$ cat src/rtl/rmf_pkg.sv
// Shared constants and types of the RMS/EDF/(m,k)-firm task picker.
package rmf_pkg;

    localparam int TASK_COUNT = 3;
    localparam int WINDOW_MAX = 8;

    localparam int TASK_W  = (TASK_COUNT > 1) ? $clog2(TASK_COUNT) : 1;
    localparam int POS_W   = (WINDOW_MAX > 1) ? $clog2(WINDOW_MAX) : 1;
    localparam int DL_W    = 32;
    localparam int PER_W   = 16;
    localparam int FIRM_W  = 8;
    localparam int FIELD_W = 4;
    localparam int CNT_W   = 4;
    localparam int MODE_W  = 2;
    localparam int DATA_W  = 32;

    localparam int REG_COUNT = 2 * TASK_COUNT + 1;
    localparam int REG_IDX_W = $clog2(REG_COUNT);
    localparam int ADDR_W    = REG_IDX_W + 2;

    localparam int REG_MODE        = 0;
    localparam int REG_PERIOD_BASE = 1;
    localparam int REG_FIRM_BASE   = 1 + TASK_COUNT;

    localparam logic [MODE_W-1:0] MODE_RMS  = 2'd0;
    localparam logic [MODE_W-1:0] MODE_EDF  = 2'd1;
    localparam logic [MODE_W-1:0] MODE_FIRM = 2'd2;

    localparam logic [CNT_W-1:0] CNT_MAX = {CNT_W{1'b1}};

    typedef logic [MODE_W-1:0]                   t_mode;
    typedef logic [TASK_COUNT-1:0][PER_W-1:0]    t_period_arr;
    typedef logic [TASK_COUNT-1:0][FIRM_W-1:0]   t_firm_arr;
    typedef logic [TASK_COUNT-1:0][DL_W-1:0]     t_dl_arr;

    typedef struct packed {
        t_mode       mode;
        t_period_arr period;
        t_firm_arr   firm;
    } t_cfg;

    // Window update command for one task: rec records an outcome, succ is its value.
    typedef struct packed {
        logic rec;
        logic succ;
    } t_win_upd;

endpackage

$ cat src/rtl/rmf_if.sv
// Valid/ready channel interfaces for decision requests and results.
interface rmf_in_if;
    logic        valid;
    logic        ready;
    logic [2:0]  ready_mask;
    logic [31:0] deadline_task0;
    logic [31:0] deadline_task1;
    logic [31:0] deadline_task2;

    modport source (output valid, ready_mask, deadline_task0, deadline_task1,
                    deadline_task2, input ready);
    modport sink   (input valid, ready_mask, deadline_task0, deadline_task1,
                    deadline_task2, output ready);
endinterface

interface rmf_out_if;
    logic       valid;
    logic       ready;
    logic       pick_valid;
    logic [1:0] picked_task;
    logic [2:0] dropped_mask;

    modport source (output valid, pick_valid, picked_task, dropped_mask, input ready);
    modport sink   (input valid, pick_valid, picked_task, dropped_mask, output ready);
endinterface

$ cat src/rtl/rms_edf_mk_firm_task_picker.sv
// Top level of the RMS/EDF/(m,k)-firm task picker.
// One decision request in, one result out. A request is captured in an input
// register, judged combinationally against the configured policy and the per-task
// (m,k) windows, and moves into the result register once that is empty or draining.
// The window state is updated in the same cycle the decision is made, so a new
// request can be accepted every cycle while results drain: sustained rate is one item
// per clock, set by the single compute stage between the input and result registers.
// The input side keeps accepting while a result waits, until both registers are
// full. Configuration goes through the APB port; write it only while idle.
module rms_edf_mk_firm_task_picker (
    input  logic                       i_clk,
    input  logic                       i_rst_n,
    rmf_in_if.sink                     i_in,
    rmf_out_if.source                  o_out,
    input  logic                       psel,
    input  logic                       penable,
    input  logic                       pwrite,
    input  logic [rmf_pkg::ADDR_W-1:0] paddr,
    input  logic [rmf_pkg::DATA_W-1:0] pwdata,
    output logic [rmf_pkg::DATA_W-1:0] prdata,
    output logic                       pready
);

    rmf_pkg::t_cfg                  cfg;
    logic                           in_acc;
    logic                           adv;
    logic                           firm_mode;
    logic [rmf_pkg::TASK_COUNT-1:0] may_drop;
    logic [rmf_pkg::TASK_COUNT-1:0] drop;
    logic [rmf_pkg::TASK_COUNT-1:0] elig;
    logic                           found;
    logic [rmf_pkg::TASK_W-1:0]     best;
    rmf_pkg::t_win_upd              upd [rmf_pkg::TASK_COUNT];

    logic                           r_in_valid;
    logic [rmf_pkg::TASK_COUNT-1:0] r_in_mask;
    rmf_pkg::t_dl_arr               r_in_dl;

    logic                           r_out_valid;
    logic                           r_out_pick;
    logic [rmf_pkg::TASK_W-1:0]     r_out_task;
    logic [rmf_pkg::TASK_COUNT-1:0] r_out_drop;

    rmf_regs u_regs (
        .i_clk   (i_clk),
        .i_rst_n (i_rst_n),
        .psel    (psel),
        .penable (penable),
        .pwrite  (pwrite),
        .paddr   (paddr),
        .pwdata  (pwdata),
        .prdata  (prdata),
        .pready  (pready),
        .o_cfg   (cfg)
    );

    // result register advances when it is empty or being drained
    assign adv        = r_in_valid && (!r_out_valid || o_out.ready);
    assign i_in.ready = !r_in_valid || !r_out_valid || o_out.ready;
    assign in_acc     = i_in.valid && i_in.ready;

    always_ff @(posedge i_clk) begin
        if (!i_rst_n) begin
            r_in_valid <= 1'b0;
        end else if (in_acc) begin
            r_in_valid <= 1'b1;
        end else if (adv) begin
            r_in_valid <= 1'b0;
        end
    end

    always_ff @(posedge i_clk) begin
        if (in_acc) begin
            r_in_mask  <= i_in.ready_mask;
            r_in_dl[0] <= i_in.deadline_task0;
            r_in_dl[1] <= i_in.deadline_task1;
            r_in_dl[2] <= i_in.deadline_task2;
        end
    end

    assign firm_mode = (cfg.mode == rmf_pkg::MODE_FIRM);
    assign drop      = (firm_mode ? may_drop : '0) & r_in_mask;
    assign elig      = r_in_mask & ~drop;

    generate
        for (genvar t = 0; t < rmf_pkg::TASK_COUNT; t++) begin : g_win
            assign upd[t].rec  = adv && (drop[t] ||
                                 (firm_mode && found && (best == rmf_pkg::TASK_W'(t))));
            assign upd[t].succ = !drop[t];

            rmf_window u_window (
                .i_clk      (i_clk),
                .i_rst_n    (i_rst_n),
                .i_firm     (cfg.firm[t]),
                .i_upd      (upd[t]),
                .o_may_drop (may_drop[t])
            );
        end
    endgenerate

    rmf_pick u_pick (
        .i_mode     (cfg.mode),
        .i_elig     (elig),
        .i_period   (cfg.period),
        .i_deadline (r_in_dl),
        .o_found    (found),
        .o_best     (best)
    );

    always_ff @(posedge i_clk) begin
        if (!i_rst_n) begin
            r_out_valid <= 1'b0;
        end else if (adv) begin
            r_out_valid <= 1'b1;
        end else if (o_out.ready) begin
            r_out_valid <= 1'b0;
        end
    end

    always_ff @(posedge i_clk) begin
        if (adv) begin
            r_out_pick <= found;
            r_out_task <= found ? best : '0;
            r_out_drop <= drop;
        end
    end

    assign o_out.valid        = r_out_valid;
    assign o_out.pick_valid   = r_out_pick;
    assign o_out.picked_task  = r_out_task;
    assign o_out.dropped_mask = r_out_drop;

endmodule

$ cat src/rtl/rmf_regs.sv
// APB configuration registers: policy mode, task periods, (m,k) windows.
module rmf_regs (
    input  logic                       i_clk,
    input  logic                       i_rst_n,
    input  logic                       psel,
    input  logic                       penable,
    input  logic                       pwrite,
    input  logic [rmf_pkg::ADDR_W-1:0] paddr,
    input  logic [rmf_pkg::DATA_W-1:0] pwdata,
    output logic [rmf_pkg::DATA_W-1:0] prdata,
    output logic                       pready,
    output rmf_pkg::t_cfg              o_cfg
);

    logic [rmf_pkg::REG_IDX_W-1:0] idx;
    logic                          wr;
    rmf_pkg::t_cfg                 r_cfg;
    rmf_pkg::t_cfg                 n_cfg;

    assign idx    = paddr[rmf_pkg::ADDR_W-1:2];
    assign pready = 1'b1;
    assign wr     = psel && penable && pwrite;
    assign o_cfg  = r_cfg;

    always_comb begin
        n_cfg = r_cfg;
        if (wr) begin
            if (idx == rmf_pkg::REG_IDX_W'(rmf_pkg::REG_MODE)) begin
                n_cfg.mode = pwdata[rmf_pkg::MODE_W-1:0];
            end
            for (int i = 0; i < rmf_pkg::TASK_COUNT; i++) begin
                if (idx == rmf_pkg::REG_IDX_W'(rmf_pkg::REG_PERIOD_BASE + i)) begin
                    n_cfg.period[i] = pwdata[rmf_pkg::PER_W-1:0];
                end
                if (idx == rmf_pkg::REG_IDX_W'(rmf_pkg::REG_FIRM_BASE + i)) begin
                    n_cfg.firm[i] = pwdata[rmf_pkg::FIRM_W-1:0];
                end
            end
        end
    end

    always_comb begin
        prdata = '0;
        if (idx == rmf_pkg::REG_IDX_W'(rmf_pkg::REG_MODE)) begin
            prdata = rmf_pkg::DATA_W'(r_cfg.mode);
        end
        for (int i = 0; i < rmf_pkg::TASK_COUNT; i++) begin
            if (idx == rmf_pkg::REG_IDX_W'(rmf_pkg::REG_PERIOD_BASE + i)) begin
                prdata = rmf_pkg::DATA_W'(r_cfg.period[i]);
            end
            if (idx == rmf_pkg::REG_IDX_W'(rmf_pkg::REG_FIRM_BASE + i)) begin
                prdata = rmf_pkg::DATA_W'(r_cfg.firm[i]);
            end
        end
    end

    always_ff @(posedge i_clk) begin
        if (!i_rst_n) begin
            r_cfg <= '0;
        end else begin
            r_cfg <= n_cfg;
        end
    end

endmodule

$ cat src/rtl/rmf_window.sv
// Per-task (m,k)-firm outcome window: history bits, slot pointer, success count.
module rmf_window (
    input  logic                       i_clk,
    input  logic                       i_rst_n,
    input  logic [rmf_pkg::FIRM_W-1:0] i_firm,
    input  rmf_pkg::t_win_upd          i_upd,
    output logic                       o_may_drop
);

    logic [rmf_pkg::FIELD_W-1:0]    k_raw;
    logic [rmf_pkg::FIELD_W-1:0]    k;
    logic [rmf_pkg::FIELD_W-1:0]    m;
    logic [rmf_pkg::FIELD_W-1:0]    pos_inc;
    logic [rmf_pkg::CNT_W-1:0]      cnt_a;
    logic [rmf_pkg::WINDOW_MAX-1:0] r_hist, n_hist;
    logic [rmf_pkg::POS_W-1:0]      r_pos, n_pos;
    logic [rmf_pkg::CNT_W-1:0]      r_cnt, n_cnt;

    assign k_raw = i_firm[rmf_pkg::FIRM_W-1:rmf_pkg::FIELD_W];
    assign m     = i_firm[rmf_pkg::FIELD_W-1:0];
    assign k     = (k_raw > rmf_pkg::FIELD_W'(rmf_pkg::WINDOW_MAX))
                   ? rmf_pkg::FIELD_W'(rmf_pkg::WINDOW_MAX) : k_raw;

    assign o_may_drop = (k != '0) && (m != '0) && (r_cnt >= m);

    assign pos_inc = rmf_pkg::FIELD_W'(r_pos) + rmf_pkg::FIELD_W'(1);

    always_comb begin
        n_hist = r_hist;
        n_pos  = r_pos;
        n_cnt  = r_cnt;
        // the slot being overwritten gives back its success first
        cnt_a  = (r_hist[r_pos] && (r_cnt != '0)) ? r_cnt - 1'b1 : r_cnt;
        if (i_upd.rec && (k != '0)) begin
            n_hist[r_pos] = i_upd.succ;
            n_cnt         = (i_upd.succ && (cnt_a != rmf_pkg::CNT_MAX)) ? cnt_a + 1'b1
                                                                        : cnt_a;
            // a shrunken window wraps the pointer back to slot zero
            n_pos         = (pos_inc >= k) ? '0 : pos_inc[rmf_pkg::POS_W-1:0];
        end
    end

    always_ff @(posedge i_clk) begin
        if (!i_rst_n) begin
            r_hist <= '0;
            r_pos  <= '0;
            r_cnt  <= '0;
        end else begin
            r_hist <= n_hist;
            r_pos  <= n_pos;
            r_cnt  <= n_cnt;
        end
    end

endmodule

$ cat src/rtl/rmf_pick.sv
// Priority pick: smallest key among eligible tasks, ties to the lowest index.
module rmf_pick (
    input  rmf_pkg::t_mode                 i_mode,
    input  logic [rmf_pkg::TASK_COUNT-1:0] i_elig,
    input  rmf_pkg::t_period_arr           i_period,
    input  rmf_pkg::t_dl_arr               i_deadline,
    output logic                           o_found,
    output logic [rmf_pkg::TASK_W-1:0]     o_best
);

    rmf_pkg::t_dl_arr               key;
    logic [rmf_pkg::TASK_COUNT-1:0] win;

    always_comb begin
        for (int i = 0; i < rmf_pkg::TASK_COUNT; i++) begin
            key[i] = (i_mode == rmf_pkg::MODE_RMS) ? rmf_pkg::DL_W'(i_period[i])
                                                   : i_deadline[i];
        end
    end

    // a task wins when it beats every lower index strictly and no higher one beats it
    always_comb begin
        for (int i = 0; i < rmf_pkg::TASK_COUNT; i++) begin
            win[i] = i_elig[i];
            for (int j = 0; j < rmf_pkg::TASK_COUNT; j++) begin
                if (j < i) begin
                    win[i] = win[i] && (!i_elig[j] || (key[i] < key[j]));
                end else if (j > i) begin
                    win[i] = win[i] && (!i_elig[j] || (key[i] <= key[j]));
                end
            end
        end
    end

    always_comb begin
        o_best = '0;
        for (int i = 0; i < rmf_pkg::TASK_COUNT; i++) begin
            if (win[i]) begin
                o_best = o_best | rmf_pkg::TASK_W'(i);
            end
        end
    end

    assign o_found = |i_elig;

endmodule

$ cat src/flat_wrapper.sv
// flat-port wrapper written by rule: the top's interface ports become plain ports
module rms_edf_mk_firm_task_picker_flat 
  (i_clk, i_rst_n, psel, penable, pwrite, paddr, pwdata, prdata, pready, i_in_valid, i_in_ready_mask, i_in_deadline_task0, i_in_deadline_task1, i_in_deadline_task2, i_in_ready, o_out_valid, o_out_pick_valid, o_out_picked_task, o_out_dropped_mask, o_out_ready);
  rmf_in_if i_in_i ();
  rmf_out_if o_out_i ();
  input  logic i_clk;
  input  logic i_rst_n;
  input  logic psel;
  input  logic penable;
  input  logic pwrite;
  input  logic [rmf_pkg::ADDR_W-1:0] paddr;
  input  logic [rmf_pkg::DATA_W-1:0] pwdata;
  output logic [rmf_pkg::DATA_W-1:0] prdata;
  output logic pready;
  input wire logic [$bits(i_in_i.valid)-1:0] i_in_valid;
  input wire logic [$bits(i_in_i.ready_mask)-1:0] i_in_ready_mask;
  input wire logic [$bits(i_in_i.deadline_task0)-1:0] i_in_deadline_task0;
  input wire logic [$bits(i_in_i.deadline_task1)-1:0] i_in_deadline_task1;
  input wire logic [$bits(i_in_i.deadline_task2)-1:0] i_in_deadline_task2;
  output wire logic [$bits(i_in_i.ready)-1:0] i_in_ready;
  output wire logic [$bits(o_out_i.valid)-1:0] o_out_valid;
  output wire logic [$bits(o_out_i.pick_valid)-1:0] o_out_pick_valid;
  output wire logic [$bits(o_out_i.picked_task)-1:0] o_out_picked_task;
  output wire logic [$bits(o_out_i.dropped_mask)-1:0] o_out_dropped_mask;
  input wire logic [$bits(o_out_i.ready)-1:0] o_out_ready;
  assign i_in_i.valid = i_in_valid;
  assign i_in_i.ready_mask = i_in_ready_mask;
  assign i_in_i.deadline_task0 = i_in_deadline_task0;
  assign i_in_i.deadline_task1 = i_in_deadline_task1;
  assign i_in_i.deadline_task2 = i_in_deadline_task2;
  assign i_in_ready = i_in_i.ready;
  assign o_out_valid = o_out_i.valid;
  assign o_out_pick_valid = o_out_i.pick_valid;
  assign o_out_picked_task = o_out_i.picked_task;
  assign o_out_dropped_mask = o_out_i.dropped_mask;
  assign o_out_i.ready = o_out_ready;
  rms_edf_mk_firm_task_picker u_core (.i_clk(i_clk), .i_rst_n(i_rst_n), .i_in(i_in_i), .o_out(o_out_i), .psel(psel), .penable(penable), .pwrite(pwrite), .paddr(paddr), .pwdata(pwdata), .prdata(prdata), .pready(pready));
endmodule
$ cat config.mk
export PLATFORM = sky130hd
export DESIGN_NAME = rms_edf_mk_firm_task_picker_flat
export DESIGN_NICKNAME = d
export VERILOG_FILES = /design/src/rtl/rmf_pkg.sv /design/src/rtl/rmf_if.sv /design/src/rtl/rms_edf_mk_firm_task_picker.sv /design/src/rtl/rmf_regs.sv /design/src/rtl/rmf_window.sv /design/src/rtl/rmf_pick.sv /design/src/flat_wrapper.sv
export SDC_FILE = /design/constraint.sdc
export NUM_CORES = 1
export LEC_CHECK = 0
export ABC_AREA = 1
export BUFFER_PORTS_ARGS = -buffer_cell sky130_fd_sc_hd__clkbuf_2
export CAP_MARGIN = 20
export CORE_MARGIN = 3
export CORE_UTILIZATION = 35
export DETAILED_ROUTE_END_ITERATION = 7
export PLACE_DENSITY_LB_ADDON = 0.25
export SLEW_MARGIN = 10
export SYNTH_ARGS = -nofsm -noshare
export SYNTH_HDL_FRONTEND = slang
export SYNTH_HIERARCHICAL = 1
export SYNTH_SLANG_ARGS = --single-unit
$ cat constraint.sdc
create_clock -name i_clk -period 15.08 [get_ports i_clk]
set_clock_uncertainty 0.1 [all_clocks]
set_input_delay 3.016 -clock i_clk [delete_from_list [all_inputs] [get_ports i_clk]]
set_output_delay 3.016 -clock i_clk [all_outputs]
set_load 0.05 [all_outputs]
# Yosys cells after proc, flatten, opt, wreduce, memory -nomap -nowiden
# Index checks and enable logic that the tools add are counted.
[totals]
ff_bits = 226
memories = 0
romBits = 0
latch_bits = 0
in_bits = 143
out_inout_bits = 41
elab_cells = 185
ramBits = 0
[op_classes]
div_mod_pow = 0
multipliers = 0
bitwise = 3
add_sub_neg = 9
magnitude_cmp = 19
shifts = 0
n_reduce_logical = 73
eq_ne = 12
mux = 44
[ops]
columns = ["operator", "count"]
rows = [
  ["2-to-1 mux 32 bit", 9],
  ["less-than comparator 32 bit", 3],
  ["2-to-1 mux 4 bit", 9],
  ["nonzero test 4 bit", 9],
  ["logical AND 1 bit", 33],
  ["less-or-equal comparator 32 bit", 1],
  ["bitwise mux 8 bit", 3],
  ["greater-or-equal comparator 4 bit", 6],
  ["AND reduction 2 bit", 7],
  ["adder 3 x 1 -> 4 bit (second input constant)", 3],
  ["adder 4 x 1 -> 4 bit (second input constant)", 3],
  ["> comparator 4 bit (second input constant)", 3],
  ["less-than comparator 3 x 4 -> 1 bit (second input constant)", 3],
  ["2-to-1 mux 3 bit", 4],
  ["inequality test 4 bit (second input constant)", 3],
  ["subtractor 4 x 1 -> 4 bit (second input constant)", 3],
  ["2-to-1 mux 1 bit", 11],
  ["logical OR 1 bit", 10],
  ["binary-select mux 1 bit (select 3 bit)", 3],
  ["demux 1 bit (select 3 bit)", 3],
  ["== test 3 bit (second input constant)", 3],
  ["greater-or-equal comparator 3 x 1 -> 1 bit (second input constant)", 3],
  ["zero test 1 bit", 8],
  ["AND 3 bit", 2],
  ["other kinds (10)", 15],
]

# Longest topological paths before layout
[depth]
ltp_word = 20
depth_mapped = 29
depth_no_buf = 29

# Hierarchy
# Netlist, hierarchy kept.
[modules_own_cells]
columns = ["module", "instances", "cells_per_inst", "area_per_inst_um2", "seq_area_each_um2"]
rows = [
  ["rmf_window", 3, 176, 1161.1, 300.3],
  ["rmf_regs", 1, 471, 3395.8, 1481.4],
  ["rms_edf_mk_firm_task_picker", 1, 148, 3374.5, 3193.1],
  ["rmf_pick", 1, 514, 3070.4, 0.0],
]

# Least setup slack after synthesis
# OpenSTA, ideal clock, no wires.
[synth_path]
path_type = "in2reg"
from = "in i_in_valid"
to = "reg u_core/r_in_dl[0] (netlist bit) (enable)"
setup_slack_ns = 6.354
stages = 2
setup_time_ns = 0.616
required_time_ns = 14.364
arrival_ns = 8.010
path_buffers = 0
cell_sequence = "inv_1 > a31oi_1"
[synth_via]
elab_chain_cells = 1
[synth_lines]
columns = ["element", "line_no", "rtl"]
rows = [
  ["start: declaration", "flat_wrapper.sv:15", "input wire logic [$bits(i_in_i.valid)-1:0] i_in_valid;"],
  ["logical AND 1 bit", "rms_edf_mk_firm_task_picker.sv:60", "assign in_acc = i_in.valid && i_in.ready;"],
  ["named net u_core.in_acc", "rms_edf_mk_firm_task_picker.sv:25", "logic in_acc;"],
  ["end: declaration", "rms_edf_mk_firm_task_picker.sv:37", "rmf_pkg::t_dl_arr r_in_dl;"],
]
# The timed path passes the listed nets, and every way through them passes these cells.
# A chain may end at the register's enable or synchronous reset.

# Worst setup path after layout
[layout_path]
from = "in paddr[4] (netlist bit)"
to = "out prdata[5] (netlist bit)"
[layout_via]
elab_chain_cells = 7
word_cells_on_any_way = 12
cone_classes = "6 x eq/ne; 6 x mux"
[layout_lines]
columns = ["element", "line_no", "rtl"]
rows = [
  ["start: declaration", "flat_wrapper.sv:11", "input logic [rmf_pkg::ADDR_W-1:0] paddr;"],
  ["== test 3 x 1 -> 1 bit", "rmf_regs.sv:48", "if (idx == rmf_pkg::REG_IDX_W'(rmf_pkg::REG_PERIOD_BASE + i)) begin"],
  ["2-to-1 mux 32 bit", "rmf_regs.sv:48", ""],
  ["2-to-1 mux 32 bit", "rmf_regs.sv:51", "if (idx == rmf_pkg::REG_IDX_W'(rmf_pkg::REG_FIRM_BASE + i)) begin"],
  ["2-to-1 mux 32 bit", "rmf_regs.sv:48", ""],
  ["2-to-1 mux 32 bit", "rmf_regs.sv:51", ""],
  ["2-to-1 mux 32 bit", "rmf_regs.sv:48", ""],
  ["2-to-1 mux 32 bit (*)", "rmf_regs.sv:51", ""],
  ["end: declaration", "flat_wrapper.sv:13", "output logic [rmf_pkg::DATA_W-1:0] prdata;"],
]
# Every way passes the cells marked *; elsewhere a longest branch is shown, timed or not.

==> impl_metrics.json <==
{
  "status": "complete, no violations",
  "fp.dieW_um": 201,
  "p_per_area_mw_per_mm2": 93.5,
  "syn_inst": 1661,
  "nets": 2072,
  "crit_arrival_ns": 4.72,
  "grt_pass1_wl_mm": 56.0,
  "fin_tns_setup_ns": 0,
  "drive_above_1_share_pct": 15.6,
  "hold_path.class": "reg -> reg",
  "vdd_drop_max_mv": 0.0791,
  "p_sw_mw": 0.354,
  "criticalPathCategory": "in -> out",
  "p_leak_nw": 7.22,
  "cts_root_buf": "clkbuf_16",
  "async_flop_share_pct": 0,
  "grt_start_max_net_pins": 103,
  "cts_resized": 0,
  "wl_per_cell_um": 15.1,
  "p_clk_share_pct": 43.6,
  "whs_ns": 0.351,
  "drv_cap": 0,
  "place.gp.congestion": 0.837,
  "setup_viol": 0,
  "crit_chain": "clkbuf_2 > nor3_4 > nand2_1 > nand3_1 > nor2_1 > nand3_1 > clkbuf_2",
  "crit_fanout": 15,
  "critical_path_buf_inv_count": 2,
  "overflow": 0,
  "grt_usage_pct": 17.0,
  "cts_made_buffers": 27,
  "synth_area_mm2": 0.0133,
  "post_cts_buffers": 0,
  "critical-path-top-delay-family": "simple AND/OR/NAND/NOR gates",
  "internal_power_mw": 1.08,
  "vias": 11100,
  "start_util_pct": 36.0,
  "io_buffer_count": 148,
  "ioPinCount": 184,
  "ant_nets": 0,
  "dr.pass1.iters": 5,
  "min_period_ns": 7.83,
  "synth_flop_cell": "dfxtp_1",
  "area_delta_synth_final_pct": 14.8,
  "syn_avg_cell_area_um2": 8.02,
  "ys_types": 44,
  "num_rows": 70,
  "worstPathRequired_ns": 11.96,
  "relSlewSlack_pct": 38.0,
  "cpMaxStageDelayCell": "nor3_4",
  "tightest_slew_ns": 0.930,
  "htreeDepth": 1,
  "ys_seq_area_share_pct": 41.8,
  "antenna_found_initial": 5,
  "cts_buffer_depth": 3,
  "avgViaCountPerCell": 4.77,
  "die_h_um": 201,
  "synth_edf_count": 105,
  "slowest_delay_ns": 0.70,
  "fillers": 3762,
  "worstSetupEndpointType": "primary output",
  "first_global_vias": 10800,
  "fin_total_pwr_mw": 1.43,
  "postCtsHoldBufs": 0,
  "hpwl_mm": 26.7,
  "clkTransAtPathRegs_ns": 0.05,
  "numClockSinks": 226,
  "startpoint_type": "input pin",
  "drv_slew": 0,
  "drc": 0,
  "postRouteWirelength_mm": 35.2,
  "fin_crit_sh_pct": 51.9,
  "synth_warnings": 6,
  "die_area_mm2": 0.0404,
  "max_freq_ghz": 0.128,
  "comb_power_share_pct": 9.5,
  "hold_violations": 0,
  "swShare_pct": 24.8,
  "seq_power_share_pct": 46.9,
  "fp.coreArea_mm2": 0.0370,
  "rsz0062_at_grt": "false",
  "insertion_delay_ns": 0.54,
  "synth-seq-cells": 226,
  "tritoncts": "yes",
  "drtIter0Drc": 646
}
[sequential cells by signal, indices dropped and copies added, names as in the netlist]
| name | count |
|---|---|
| u_core/o_out.dropped_mask | 3 |
| u_core/r_in_mask | 3 |
| u_core/o_out.valid | 1 |
| u_core/g_win.u_window/r_hist | 24 |
| u_core/o_out.picked_task | 2 |
| u_core/u_regs/o_cfg | 74 |
| u_core/r_in_dl | 96 |
| u_core/r_in_valid | 1 |
| u_core/g_win.u_window/r_cnt | 12 |
| u_core/o_out.pick_valid | 1 |
| u_core/g_win.u_window/r_pos | 9 |
[metal layers]
metal / share of wire [%] / vias to the layer above / global-route usage [%]
li1: - / 5758 / -
met1: 45 / 5027 / 22.4
met2: 47 / 252 / 28.6
met3: 5.0 / 64 / 3.09
met4: 2.8 / 6 / 5.07
met5: 0.13 / - / 0
[cell usage after synthesis, types with 20 or more instances]
| master | count | area, µm² |
|---|---|---|
| a21oi_1 | 103 | 515 |
| edfxtp_1 | 105 | 3150 |
| dfxtp_1 | 121 | 2420 |
| clkbuf_1 | 20 | 75.1 |
| ha_1 | 125 | 1560 |
| nand4_1 | 25 | 156 |
| nand3_1 | 77 | 385 |
| o21ai_0 | 128 | 641 |
| inv_1 | 195 | 732 |
| nor2_1 | 222 | 833 |
| buf_4 | 20 | 150 |
| nand2_1 | 335 | 1260 |
[cells by family after synthesis]
family / share of synthesized area (%)
and+or+nand+nor: 25.4
buffers and inverters: 8.73
AOI/OAI and AO/OA: 10.6
DFF: 41.8
adders and majority gates: 11.7
muxes: 1.05
xor gates and xnor gates: 0.592
other: 0.0564
[power by group through the flow]
stage	clock, mW	combinational (mW)	sequential, mW
3_3_place_gp	0	0.134	0.684
6_report	0.624	0.136	0.671
3_5_place_dp	0	0.135	0.685
2_1_floorplan	0	0.0877	0.687
5_1_grt	0.670	0.154	0.673
4_1_cts	0.647	0.136	0.671
[stage by stage]
stage	setup WS [ns]	util, %	instance area, µm²	std cells
3_3_place_gp	7.31	39.0	14500	2279
2_1_floorplan	6.35	-	13400	1676
4_1_cts	7.29	41.3	15300	2326
3_5_place_dp	7.29	39.0	14500	2279
5_1_grt	7.15	41.3	15300	2328
6_report	7.25	41.3	15300	2328
[path summary, 6_finish.rpt]
| path | from | slack [ns] | cells after the start | endpoint |
|---|---|---|---|---|
| setup / recovery | paddr[4] | 7.25 | 7 | prdata[5] |
| hold / removal | u_core/g_win[1].u_window/r_hist[7] | 0.35 | 2 | u_core/g_win[1].u_window/r_hist[7] |
| hold reg to reg | u_core/g_win[1].u_window/r_hist[7] | 0.35 | 2 | u_core/g_win[1].u_window/r_hist[7] |
| setup reg to reg | u_core/u_regs/o_cfg[72] | 10.00 | 23 | u_core/g_win[2].u_window/r_hist[3] |
[cell usage in the layout, fill, tap and decap left out, types with 7 or more instances in the layout]
cell / count
nand2_1: 335
nor2_1: 222
inv_1: 195
clkbuf_2: 148
o21ai_0: 128
ha_1: 125
dfxtp_1: 121
edfxtp_1: 105
a21oi_1: 103
nand3_1: 77
clkbuf_16: 27
nand4_1: 25
inv_2: 18
nand3_2: 18
conb_1: 17
nand2_2: 15
mux2i_1: 14
or2_2: 11
nor2_4: 10
xor2_1: 9
clkinv_2: 8
nand3b_1: 8
o21ai_1: 7
nor3_1: 7
[layout make-up]
type / count / area [µm²] / share of cell area, %
Sequential cell: 226 / 5580 / 36.4
Clock buffer: 34 / 722 / 4.72
Tap cell: 504 / 631 / 4.12
Inverter: 218 / 823 / 5.38
Clock inverter: 13 / 115 / 0.752
Multi-Input combinational cell: 1179 / 6660 / 43.5
Antenna cell: 2 / 5.00 / 0.0327
Timing Repair Buffer: 152 / 771 / 5.04
[worst min-delay path, delay by kind of cell (launching register included)]
family	cells	cell delay (ns)
DFF	1	0.29
AOI/OAI and AO/OA	1	0.05
buffers and inverters	1	0.06
Power figures use the tool's default switching activity.
